File: config.mk
export PLATFORM = sky130hd
export DESIGN_NAME = mandelbrot_escape_pixel
export DESIGN_NICKNAME = d
export VERILOG_FILES = /design/src/rtl/mep_pkg.sv /design/src/rtl/mep_mult.sv /design/src/rtl/mandelbrot_escape_pixel.sv
export SDC_FILE = /design/constraint.sdc
export NUM_CORES = 2
export LEC_CHECK = 0
export ABC_AREA = 1
export BUFFER_PORTS_ARGS = -buffer_cell sky130_fd_sc_hd__buf_2
export CAP_MARGIN = 5
export CORE_ASPECT_RATIO = 2
export CORE_MARGIN = 2
export CORE_UTILIZATION = 45
export DETAILED_ROUTE_END_ITERATION = 6
export MAX_ROUTING_LAYER = met4
export SYNTH_ARGS = -nofsm -noshare
export SYNTH_HDL_FRONTEND = slang
export SYNTH_SLANG_ARGS = --single-unit
File: constraint.sdc
create_clock -name clk -period 13.1 [get_ports clk]
set_input_delay 2.62 -clock clk [delete_from_list [all_inputs] [get_ports clk]]
set_output_delay 2.62 -clock clk [all_outputs]
set_load 0.05 [all_outputs]
File: src/rtl/mep_pkg.sv
// ----------------------------------------------------------------------------
// mep_pkg
// Widths, register indexes, reset values and saturation helper for the
// Mandelbrot escape pixel evaluator.
// ----------------------------------------------------------------------------
`default_nettype none

package mep_pkg;

    // Field widths
    localparam int COORD_W = 10;
    localparam int FIX_W   = 32;   // Q4.28
    localparam int STEP_W  = 29;
    localparam int ITER_W  = 16;
    localparam int ESC_W   = 31;
    localparam int SHADE_W = 8;
    localparam int PROD_W  = 2 * FIX_W;
    localparam int SAT_W   = 42;   // widest sum that gets saturated

    // Configuration register indexes
    localparam int CFG_IDX_W = 3;
    localparam logic [CFG_IDX_W-1:0] REG_ORIGIN_REAL  = 3'd0;
    localparam logic [CFG_IDX_W-1:0] REG_ORIGIN_IMAG  = 3'd1;
    localparam logic [CFG_IDX_W-1:0] REG_STEP_X       = 3'd2;
    localparam logic [CFG_IDX_W-1:0] REG_STEP_Y       = 3'd3;
    localparam logic [CFG_IDX_W-1:0] REG_ITER_LIMIT   = 3'd4;
    localparam logic [CFG_IDX_W-1:0] REG_ESCAPE_LIMIT = 3'd5;

    // Reset values
    localparam logic signed [FIX_W-1:0] ORIGIN_REAL_RST  = -32'sd671088640; // -2.5
    localparam logic signed [FIX_W-1:0] ORIGIN_IMAG_RST  = -32'sd536870912; // -2.0
    localparam logic [STEP_W-1:0]       STEP_X_RST       = 29'd1342177;
    localparam logic [STEP_W-1:0]       STEP_Y_RST       = 29'd1342177;
    localparam logic [ITER_W-1:0]       ITER_LIMIT_RST   = 16'd200;
    localparam logic [ESC_W-1:0]        ESCAPE_LIMIT_RST = 31'd1073741824; // 4.0

    // Shades
    localparam logic [SHADE_W-1:0] SHADE_INTERIOR = 8'd0;
    localparam logic [SHADE_W-1:0] SHADE_EXTERIOR = 8'd255;

    // Clamp a wide signed value to the 32-bit signed range
    function automatic logic signed [FIX_W-1:0] sat32(input logic signed [SAT_W-1:0] v);
        logic signed [SAT_W-1:0] hi;
        logic signed [SAT_W-1:0] lo;
        hi = {{(SAT_W-FIX_W+1){1'b0}}, {(FIX_W-1){1'b1}}};
        lo = {{(SAT_W-FIX_W+1){1'b1}}, {(FIX_W-1){1'b0}}};
        if (v > hi)
            sat32 = {1'b0, {(FIX_W-1){1'b1}}};
        else if (v < lo)
            sat32 = {1'b1, {(FIX_W-1){1'b0}}};
        else
            sat32 = v[FIX_W-1:0];
    endfunction

endpackage

`default_nettype wire

File: src/rtl/mep_mult.sv
// ----------------------------------------------------------------------------
// mep_mult
// Shared 32x32 signed multiplier with a registered 64-bit product.
// ----------------------------------------------------------------------------
`default_nettype none

module mep_mult
    import mep_pkg::*;
(
    input  wire logic                     clk,
    input  wire logic                     en,
    input  wire logic signed [FIX_W-1:0]  a,
    input  wire logic signed [FIX_W-1:0]  b,
    output      logic signed [PROD_W-1:0] prod
);

    logic signed [PROD_W-1:0] prod_reg;
    logic signed [PROD_W-1:0] prod_next;

    // Product, held when not enabled
    assign prod_next = en ? (a * b) : prod_reg;

    always_ff @(posedge clk)
    begin
        prod_reg <= prod_next;
    end

    assign prod = prod_reg;

endmodule

`default_nettype wire

File: src/rtl/mandelbrot_escape_pixel.sv
// ----------------------------------------------------------------------------
// mandelbrot_escape_pixel
// Escape-time evaluator for one pixel: maps column/row to c in Q4.28,
// iterates z = z^2 + c on one shared multiplier and reports the count.
// ----------------------------------------------------------------------------
//  Channel   Direction  Handshake              Payload
//  in        request    in_valid / in_ready    column_index, row_index
//  out       result     out_valid / out_ready  out_column, out_row, interior,
//                                              iterations, shade
//  cfg       write      cfg_write_en           cfg_index, cfg_data
//
//  in_ready rises together with out_valid, when the result is handed over.
//  Each orbit step runs through the escape test, three multiplier uses
//  (zr*zi, zr^2, zi^2) and a capture of the last product; c is formed in MCR, MCI and CIS.
//  One pixel at a time; in_ready is high while the sequencer is idle.
//  A result not yet taken holds the sequencer in its last state.
//  Reset is asynchronous, active low; it loads the default configuration.
// ----------------------------------------------------------------------------
`default_nettype none

module mandelbrot_escape_pixel
    import mep_pkg::*;
(
    input  wire logic                  clk,
    input  wire logic                  rst_n,
    // pixel requests
    input  wire logic                  in_valid,
    output      logic                  in_ready,
    input  wire logic [COORD_W-1:0]    column_index,
    input  wire logic [COORD_W-1:0]    row_index,
    // results
    output      logic                  out_valid,
    input  wire logic                  out_ready,
    output      logic [COORD_W-1:0]    out_column,
    output      logic [COORD_W-1:0]    out_row,
    output      logic                  interior,
    output      logic [ITER_W-1:0]     iterations,
    output      logic [SHADE_W-1:0]    shade,
    // configuration
    input  wire logic                  cfg_write_en,
    input  wire logic [CFG_IDX_W-1:0]  cfg_index,
    input  wire logic [FIX_W-1:0]      cfg_data
);

    // Sequencer states
    localparam int ST_W = 4;
    localparam logic [ST_W-1:0] ST_IDLE = 4'd0;
    localparam logic [ST_W-1:0] ST_MCR  = 4'd1;  // column * step_x
    localparam logic [ST_W-1:0] ST_MCI  = 4'd2;  // row * step_y, form cr
    localparam logic [ST_W-1:0] ST_CIS  = 4'd3;  // form ci, snap, clear z
    localparam logic [ST_W-1:0] ST_TEST = 4'd4;  // escape / limit test
    localparam logic [ST_W-1:0] ST_MXY  = 4'd5;  // zr*zi, update zr
    localparam logic [ST_W-1:0] ST_MRR  = 4'd6;  // zr^2, update zi
    localparam logic [ST_W-1:0] ST_MII  = 4'd7;  // zi^2, store zr^2
    localparam logic [ST_W-1:0] ST_WII  = 4'd8;  // store zi^2
    localparam logic [ST_W-1:0] ST_DONE = 4'd9;  // hand over result

    // Configuration registers
    logic signed [FIX_W-1:0] origin_real_reg;
    logic signed [FIX_W-1:0] origin_imag_reg;
    logic [STEP_W-1:0]       step_x_reg;
    logic [STEP_W-1:0]       step_y_reg;
    logic [ITER_W-1:0]       iter_limit_reg;
    logic [ESC_W-1:0]        esc_limit_reg;

    // Control
    logic [ST_W-1:0] state_reg, state_next;
    logic            out_valid_reg, out_valid_next;

    // Datapath
    logic [COORD_W-1:0]      col_reg, col_next;
    logic [COORD_W-1:0]      row_reg, row_next;
    logic signed [FIX_W-1:0] cr_reg, cr_next;
    logic signed [FIX_W-1:0] ci_reg, ci_next;
    logic signed [FIX_W-1:0] zr_reg, zr_next;
    logic signed [FIX_W-1:0] zi_reg, zi_next;
    logic [PROD_W-2:0]       zr2_reg, zr2_next;
    logic [PROD_W-2:0]       zi2_reg, zi2_next;
    logic [ITER_W-1:0]       it_reg, it_next;

    // Result register
    logic [COORD_W-1:0] res_col_reg, res_col_next;
    logic [COORD_W-1:0] res_row_reg, res_row_next;
    logic               res_int_reg, res_int_next;
    logic [ITER_W-1:0]  res_it_reg, res_it_next;

    // Shared multiplier
    logic                     mul_en;
    logic signed [FIX_W-1:0]  mul_a;
    logic signed [FIX_W-1:0]  mul_b;
    logic signed [PROD_W-1:0] prod;

    mep_mult u_mult (
        .clk  (clk),
        .en   (mul_en),
        .a    (mul_a),
        .b    (mul_b),
        .prod (prod)
    );

    // Operand selection per step
    always_comb
    begin
        mul_en = 1'b1;
        mul_a  = zr_reg;
        mul_b  = zi_reg;
        case (state_reg)
            ST_MCR:
            begin
                mul_a = $signed({{(FIX_W-COORD_W){1'b0}}, col_reg});
                mul_b = $signed({{(FIX_W-STEP_W){1'b0}}, step_x_reg});
            end
            ST_MCI:
            begin
                mul_a = $signed({{(FIX_W-COORD_W){1'b0}}, row_reg});
                mul_b = $signed({{(FIX_W-STEP_W){1'b0}}, step_y_reg});
            end
            ST_MXY:
            begin
                mul_a = zr_reg;
                mul_b = zi_reg;
            end
            ST_MRR:
            begin
                mul_a = zr_reg;
                mul_b = zr_reg;
            end
            ST_MII:
            begin
                mul_a = zi_reg;
                mul_b = zi_reg;
            end
            default:
            begin
                mul_en = 1'b0;
            end
        endcase
    end

    // c from origin plus scaled index (product is below 2^39)
    logic signed [SAT_W-1:0] cr_sum;
    logic signed [SAT_W-1:0] ci_sum;
    logic signed [FIX_W-1:0] ci_sat;
    logic [FIX_W-1:0]        ci_mag;
    logic                    ci_snap;

    assign cr_sum = $signed({{(SAT_W-FIX_W){origin_real_reg[FIX_W-1]}}, origin_real_reg})
                  + $signed({1'b0, prod[SAT_W-2:0]});
    assign ci_sum = $signed({{(SAT_W-FIX_W){origin_imag_reg[FIX_W-1]}}, origin_imag_reg})
                  + $signed({1'b0, prod[SAT_W-2:0]});
    assign ci_sat = sat32(ci_sum);
    assign ci_mag = ci_sat[FIX_W-1] ? (~ci_sat + 1'b1) : ci_sat;
    // snap when 2*|ci| < step_y
    assign ci_snap = ({ci_mag, 1'b0} < {{(FIX_W+1-STEP_W){1'b0}}, step_y_reg});

    // Orbit update: zi from zr*zi >> 27, zr from (zr^2 - zi^2) >> 28
    logic signed [PROD_W-1:0] sq_diff;
    logic signed [SAT_W-1:0]  zi_sum;
    logic signed [SAT_W-1:0]  zr_sum;

    assign sq_diff = $signed({1'b0, zr2_reg}) - $signed({1'b0, zi2_reg});
    assign zi_sum  = $signed({{(SAT_W-(PROD_W-27)){prod[PROD_W-1]}}, prod[PROD_W-1:27]})
                   + $signed({{(SAT_W-FIX_W){ci_reg[FIX_W-1]}}, ci_reg});
    assign zr_sum  = $signed({{(SAT_W-(PROD_W-28)){sq_diff[PROD_W-1]}},
                              sq_diff[PROD_W-1:28]})
                   + $signed({{(SAT_W-FIX_W){cr_reg[FIX_W-1]}}, cr_reg});

    // Escape test: |z|^2 against limit << 28, and the iteration count against its limit
    logic [PROD_W-1:0] sq_sum;
    logic [PROD_W-1:0] esc_wide;
    logic              keep_going;

    assign sq_sum     = {1'b0, zr2_reg} + {1'b0, zi2_reg};
    assign esc_wide   = {{(PROD_W-ESC_W-28){1'b0}}, esc_limit_reg, 28'd0};
    assign keep_going = (it_reg < iter_limit_reg) && (sq_sum < esc_wide);

    // Handshakes
    logic in_fire;
    logic out_free;

    assign in_ready = (state_reg == ST_IDLE);
    assign in_fire  = in_valid && in_ready;
    assign out_free = !out_valid_reg || out_ready;

    // Sequencer and datapath next state
    always_comb
    begin
        state_next     = state_reg;
        out_valid_next = out_valid_reg && !out_ready;
        col_next       = col_reg;
        row_next       = row_reg;
        cr_next        = cr_reg;
        ci_next        = ci_reg;
        zr_next        = zr_reg;
        zi_next        = zi_reg;
        zr2_next       = zr2_reg;
        zi2_next       = zi2_reg;
        it_next        = it_reg;
        res_col_next   = res_col_reg;
        res_row_next   = res_row_reg;
        res_int_next   = res_int_reg;
        res_it_next    = res_it_reg;
        case (state_reg)
            ST_IDLE:
            begin
                if (in_fire)
                begin
                    col_next   = column_index;
                    row_next   = row_index;
                    state_next = ST_MCR;
                end
            end
            ST_MCR:
            begin
                state_next = ST_MCI;
            end
            ST_MCI:
            begin
                cr_next    = sat32(cr_sum);
                state_next = ST_CIS;
            end
            ST_CIS:
            begin
                ci_next    = ci_snap ? '0 : ci_sat;
                zr_next    = '0;
                zi_next    = '0;
                zr2_next   = '0;
                zi2_next   = '0;
                it_next    = '0;
                state_next = ST_TEST;
            end
            ST_TEST:
            begin
                state_next = keep_going ? ST_MXY : ST_DONE;
            end
            ST_MXY:
            begin
                zr_next    = sat32(zr_sum);
                state_next = ST_MRR;
            end
            ST_MRR:
            begin
                zi_next    = sat32(zi_sum);
                it_next    = it_reg + 1'b1;
                state_next = ST_MII;
            end
            ST_MII:
            begin
                zr2_next   = prod[PROD_W-2:0];
                state_next = ST_WII;
            end
            ST_WII:
            begin
                zi2_next   = prod[PROD_W-2:0];
                state_next = ST_TEST;
            end
            ST_DONE:
            begin
                if (out_free)
                begin
                    res_col_next   = col_reg;
                    res_row_next   = row_reg;
                    res_int_next   = (it_reg == iter_limit_reg);
                    res_it_next    = it_reg;
                    out_valid_next = 1'b1;
                    state_next     = ST_IDLE;
                end
            end
            default:
            begin
                state_next = ST_IDLE;
            end
        endcase
    end

    // Control and configuration registers
    always_ff @(posedge clk or negedge rst_n)
    begin
        if (!rst_n)
        begin
            state_reg       <= ST_IDLE;
            out_valid_reg   <= 1'b0;
            origin_real_reg <= ORIGIN_REAL_RST;
            origin_imag_reg <= ORIGIN_IMAG_RST;
            step_x_reg      <= STEP_X_RST;
            step_y_reg      <= STEP_Y_RST;
            iter_limit_reg  <= ITER_LIMIT_RST;
            esc_limit_reg   <= ESCAPE_LIMIT_RST;
        end
        else
        begin
            state_reg     <= state_next;
            out_valid_reg <= out_valid_next;
            if (cfg_write_en)
            begin
                case (cfg_index)
                    REG_ORIGIN_REAL:  origin_real_reg <= $signed(cfg_data);
                    REG_ORIGIN_IMAG:  origin_imag_reg <= $signed(cfg_data);
                    REG_STEP_X:       step_x_reg      <= cfg_data[STEP_W-1:0];
                    REG_STEP_Y:       step_y_reg      <= cfg_data[STEP_W-1:0];
                    REG_ITER_LIMIT:   iter_limit_reg  <= cfg_data[ITER_W-1:0];
                    REG_ESCAPE_LIMIT: esc_limit_reg   <= cfg_data[ESC_W-1:0];
                    default:          ;
                endcase
            end
        end
    end

    // Payload registers
    always_ff @(posedge clk)
    begin
        col_reg     <= col_next;
        row_reg     <= row_next;
        cr_reg      <= cr_next;
        ci_reg      <= ci_next;
        zr_reg      <= zr_next;
        zi_reg      <= zi_next;
        zr2_reg     <= zr2_next;
        zi2_reg     <= zi2_next;
        it_reg      <= it_next;
        res_col_reg <= res_col_next;
        res_row_reg <= res_row_next;
        res_int_reg <= res_int_next;
        res_it_reg  <= res_it_next;
    end

    // Outputs
    assign out_valid  = out_valid_reg;
    assign out_column = res_col_reg;
    assign out_row    = res_row_reg;
    assign interior   = res_int_reg;
    assign iterations = res_it_reg;
    assign shade      = res_int_reg ? SHADE_INTERIOR : SHADE_EXTERIOR;

endmodule

`default_nettype wire

# After elaboration in Yosys (flattened, before gate mapping)
# Cells that the tools add are included.
classes:
  n_addsub: 8
  mul: 1
  n_div: 0
  magnitude_cmp: 11
  eq_ne: 17
  shifts: 0
  muxes: 23
  bitwise_logic: 1
  reduce_logical: 23
ops:
  columns: ["op", "n"]
  rows:
  - ["32-bit 2-to-1 mux", 8]
  - ["63-bit one-hot mux with 2 select lines", 2]
  - ["32-bit one-hot mux with 3 select lines", 2]
  - ["32-bit one-hot mux with 2 select lines", 2]
  - ["32-bit by 42-bit adder with 42-bit output", 2]
  - ["42-bit by 32-bit greater-than comparator with 1-bit output, second input constant", 2]
  - ["42-bit by 32-bit < comparator with 1-bit output, second input constant", 2]
  - ["63-bit by 63-bit adder with 64-bit output", 1]
  - ["64-bit by 59-bit < comparator with 1-bit output", 1]
  - ["32-bit by 32-bit multiplier with 64-bit output", 1]
  - ["63-bit by 63-bit subtractor with 64-bit output", 1]
  - ["37-bit by 32-bit adder with 38-bit output", 1]
  - ["38-bit by 32-bit greater-than comparator with 1-bit output, second input constant", 1]
  - ["38-bit by 32-bit < comparator with 1-bit output, second input constant", 1]
  - ["36-bit by 32-bit adder with 37-bit output", 1]
  - ["37-bit by 32-bit greater-than comparator with 1-bit output, second input constant", 1]
  - ["37-bit by 32-bit < comparator with 1-bit output, second input constant", 1]
  - ["4-bit one-hot mux with 9 select lines", 1]
  - ["33-bit by 29-bit < comparator with 1-bit output", 1]
  - ["32-bit by 1-bit adder with 32-bit output, second input constant", 1]
  - ["32-bit NOT", 1]
  - ["16-bit one-hot mux with 2 select lines", 1]
  - ["2-bit AND reduction", 9]
  - ["16-bit by 1-bit adder with 16-bit output, second input constant", 1]
  - ["22 further kinds", 39]
word_totals:
  regBits: 565
  latch_bits: 0
  ram_bits: 0
  mem_bits_ro: 0
  inputBits: 60
  output_inout_bits: 47
  elab_cells: 106
  n_memories: 0

# Longest topological paths before layout
depth:
  ltp_word: 8
  mapped_depth: 51
  mapped_depth_nobuf: 48

# Hierarchy
# From an unflattened synthesis, not the netlist that was laid out.
hier_totals:
  hier_cells: 10358
  area_unflattened_um2: 79921.7
modules_own_cells:
  columns: ["module", "instances", "cells_per_inst", "area_each_um2"]
  rows:
  - ["mep_mult", 1, 5088, 40632.7]
  - ["mandelbrot_escape_pixel", 1, 5270, 39288.9]

# Worst setup path before layout
# OpenSTA, ideal clock, no wires.
synth_timing:
  path_kind: "flip-flop to flip-flop"
  start: "register state_reg[0]"
  end: "register u_mult.prod_reg[62], in the netlist u_mult.prod[62], data pin"
  setup_ns: 0.259
  arrival_time_ns: 8.944
  t_required_ns: 12.841
  path_slack_ns: 3.897
  stages_incl_launch_ff: 38
  cell_sequence: "dfrtp_1 > nor2_1 > nand2_1 > inv_1 > buf_1 > a221oi_1 > nand2_1 > clkbuf_1 > buf_1 > nand2_1 > fa_1 > fa_1 > fa_1 > inv_1 > fa_1 > ha_1 > ha_1 > inv_1 > (+2 left out) > inv_1 > ha_1 > a21o_1 > a21oi_1 > o21ai_1 > a21oi_1 > o21ai_1 > a21boi_0 > o21ai_0 > a21boi_0 > o21ai_0 > nand3_1 > nand2_1 > nand2_1 > nand2_1 > nand2_1 > nand2_1 > xor2_1"
synth_via:
  elab_chain_cells: 3
  word_cells_on_any_way: 7
  cone_classes: "1 x mul; 4 x eq/ne; 2 x mux"
synth_lines:
  columns: ["element", "line_no", "text"]
  rows:
  - ["start, declared", "mandelbrot_escape_pixel.sv:67", "logic [ST_W-1:0] state_reg, state_next;"]
  - ["start signal, assigned", "mandelbrot_escape_pixel.sv:292", "state_reg <= state_next;"]
  - ["4-bit by 3-bit equality test with 1-bit output, or another cell as far along", "mandelbrot_escape_pixel.sv:107", "case (state_reg)"]
  - ["32-bit one-hot mux with 3 select lines", "mandelbrot_escape_pixel.sv:107", null]
  - ["32-bit by 32-bit multiplier with 64-bit output *", "mep_mult.sv:21", "assign prod_next = en ? (a * b) : prod_reg;"]
  - ["end signal, assigned", "mep_mult.sv:25", "prod_reg <= prod_next;"]
  - ["end, declared", "mep_mult.sv:17", "logic signed [PROD_W-1:0] prod_reg;"]
# Mark *: on every way between the ends. The rest lies on a longest branch, timed or not.
# A chain may end at the register's enable or synchronous reset.

# Final worst setup path
layout_timing:
  start: "register state_reg[3]"
  end: "register u_mult.prod_reg[62], in the netlist u_mult.prod[62], data pin"
# The elaborated chain is that of the path after synthesis.

==> impl_metrics.py <==
metrics = {
    "critical_path": {
        "crit_path_end_kind": "flip-flop",
        "worstSetupStartpointType": "flip-flop",
        "crit_top_cell": "fa_1",
        "path_max_fanout": 40,
        "required_ps": 13540,
        "cpMaxStageDelayCell": "inv_1",
        "path_buf_inv": 11,
        "crit_arrival_ps": 12270,
        "critPathMaxStageDelay_ps": 950,
        "path_delay_family": "adder cells",
        "worstSetupPathType": "flip-flop to flip-flop",
    },
    "floorplan": {
        "coreArea_um2": 167000,
        "initial_core_util_pct": 45.4,
        "ioPinCount": 107,
        "std_cell_rows": 212,
        "die_w_um": 294,
        "die_h_um": 584,
        "fp.dieArea_um2": 172000,
    },
    "cts": {
        "clkTransAtPathRegs_ps": 70,
        "clockBufferDepth": 3,
        "cts_tree": "yes",
        "clk_root_buffer_cell": "clkbuf_16",
        "htree_levels": 2,
        "cts_sinks": 565,
        "numCtsBuffers": 59,
        "clk_latency_ps": 760,
        "post_cts_buffers": 0,
        "cts.hold.buffers_added": 0,
        "post_cts_resized": 0,
    },
    "layout": {
        "nNetsFinal": 11000,
        "largest_reg_flops": 64,
        "syn_to_final_growth_pct": 7.32,
        "multi_input_area_um2": 51100,
        "register_area_um2": 16100,
        "fin_cells": 11500,
        "drive_gt1_share_pct": 4.98,
        "nFillCells": 16500,
    },
    "timing": {
        "clock_skew_ps": 65.4,
        "period_share_pct": 90.3,
        "setup_tns_ps": 0,
        "fin_crit_ps": 11830,
        "setup_viol": 0,
        "max_freq_ghz": 0.0846,
        "grt_setup_unrepaired": "false",
        "worst_pin_slew_ps": 1350,
        "max_slew_margin_pct": 9.89,
        "hold_viol": 0,
        "slew_violations": 0,
    },
    "synth": {
        "synth_area_um2": 75700,
        "synth_seq_cells": 565,
        "seq_area_frac_synth_pct": 21.3,
        "postSynthAreaPerCell_um2": 8.17,
        "synth.top_cell.area_share_pct": 28.7,
        "synth-main-ff-cell": "edfxtp_1",
        "synthArstFlopShare_pct": 30.8,
        "synth.net_count": 10900,
        "yosysWarnings": 0,
        "synth_edf_count": 391,
        "synthCells": 9264,
        "ys_top_cells_by_area": "fa_1, edfxtp_1, inv_1",
        "ys_types": 61,
        "yosysTopAreaCell": "fa_1",
    },
    "placement": {
        "dpl.cell_count": 11400,
        "gp_congestion": 1.16,
        "io_buffers": 106,
        "dp_hpwl_um": 275000,
    },
    "routing": {
        "first_pass_iters": 7,
        "vias": 66300,
        "drc": 2,
        "wl_per_cell_um": 29.3,
        "drtIter0Drc": 4654,
        "avgViaCountPerCell": 5.76,
        "drtAntennaViolNets": 0,
        "wirelength_um": 337000,
    },
    "hold_path": {
        "hp-class": "flip-flop to flip-flop",
    },
    "outcome": {
        "status": "finished, violations left",
        "violations": "DRC",
    },
    "grt": {
        "grt_max_degree": 68,
        "grt_usage_pct": 40.8,
        "grt-ovfl-total": 0,
        "grt_first_pass_wirelength_um": 476000,
        "antenna_found_initial": 25,
        "grt_pass1_vias": 71800,
    },
    "flow_run": {
        "maxCapViolations": 0,
    },
}
==> cell usage after synthesis (10+ instances only) <==
library cell / number
nand2_1: 1676
xor2_1: 195
a221oi_1: 19
o22ai_1: 23
o21ai_1: 29
a31oi_1: 66
nand3b_1: 10
o31ai_1: 13
o211ai_1: 24
a21oi_1: 568
dfstp_2: 33
o21a_1: 32
o2111ai_1: 17
nand4_1: 34
o21ai_0: 447
clkinv_1: 14
clkbuf_1: 259
dfrtp_1: 141
buf_1: 11
a21o_1: 19
a21boi_0: 14
buf_4: 13
nor3_1: 57
inv_1: 1983
nor2_1: 1158
nor4_1: 21
fa_1: 1086
o21bai_1: 18
ha_1: 539
xnor2_1: 89
o221ai_1: 15
nand3_1: 150
a22oi_1: 11
a211oi_1: 14
edfxtp_1: 391
==> per-layer routing <==
| metal | vias to the layer above | global-route usage [%] | wire, um |
|---|---|---|---|
| met2 | 3188 | 69.9 | 170000 |
| met5 | - | - | 0 |
| met3 | 1919 | 8.27 | 22800 |
| met1 | 32500 | 33.2 | 92900 |
| met4 | 0 | 48.9 | 52000 |
| li1 | 28700 | - | - |
==> cell usage in the layout (no fill, tap or decap), drive strengths merged, types with 10 or more instances in the layout <==
cell type,Yosys,routed
a211oi,14,14
nand3b,10,10
o22ai,23,23
a21oi,568,568
a31oi,66,66
o21a,32,32
nor3,57,57
dfrtp,141,141
nand2,1685,1685
nor4,21,21
o21bai,18,18
edfxtp,391,391
o2111ai,17,17
nand3,155,155
clkbuf,259,69
buf,29,256
xnor2,89,89
inv,1991,1999
nor2,1163,1163
xor2,196,196
o221ai,15,15
ha,539,539
o31ai,13,13
clkinv,14,39
a21o,19,19
diode,0,20
fa,1086,1086
nand4,34,34
a21boi,14,14
o211ai,24,24
o21ai,476,476
a221oi,19,19
a22oi,11,11
dfstp,33,33
==> logic make-up (layout without fill, tap and decap cells) <==
group,count (synthesis),in the layout,synth area share (%)
AOI/OAI and AO/OA,1346,1346,9.87
buffers and inverters,2293,2375,11.5
DFF,565,565,21.3
and+or+nand+nor,3150,3150,16.4
xor gates and xnor gates,285,285,3.32
adders and majority gates,1625,1625,37.6
other,0,20,0
==> through the flow <==
stage / utilization [%] / setup slack, ps / hold WS [ps] / instance area [um^2]
after floorplan: - / 3900 / 426 / 75700
after global placement: 47.4 / 1260 / 466 / 79100
after detailed placement: 47.4 / 1210 / 473 / 79100
after CTS: 48.6 / 1150 / 489 / 81200
after global routing: 48.7 / 914 / 501 / 81200
final: 48.7 / 1270 / 486 / 81200
==> worst paths after layout <==
kind / from / slack, ps / cells after the start / to
min in group asynchronous: rst_n / 1930 / 1 / esc_limit_reg[25]
max: state_reg[3] / 1270 / 39 / u_mult.prod[62]
max in group asynchronous: rst_n / 9610 / 2 / step_y_reg[10]
min: esc_limit_reg[14] / 490 / 2 / esc_limit_reg[14]
max reg2reg: state_reg[3] / 1270 / 39 / u_mult.prod[62]
min reg2reg: esc_limit_reg[14] / 490 / 2 / esc_limit_reg[14]
==> worst reg2reg max path: cells and delay by family (launching register included) <==
family | cells | cell delay (ps)
xor gates and xnor gates | 1 | 140
buffers and inverters | 11 | 3230
and+or+nand+nor | 11 | 1350
DFF | 1 | 450
adders and majority gates | 9 | 4430
AOI/OAI and AO/OA | 7 | 1950
==> area by class of cell <==
class,count,area share (%)
inverter,2005,9.26
clock buffer,67,1.85
multi-input combinational,6406,62.9
tap,2140,3.30
sequential,565,19.9
antenna,20,0.0616
timing repair buffer,258,2.07
clock inverter,45,0.667
Power is not shown: default switching activity piles up to over one toggle a cycle in this logic, so the estimate is an artifact.
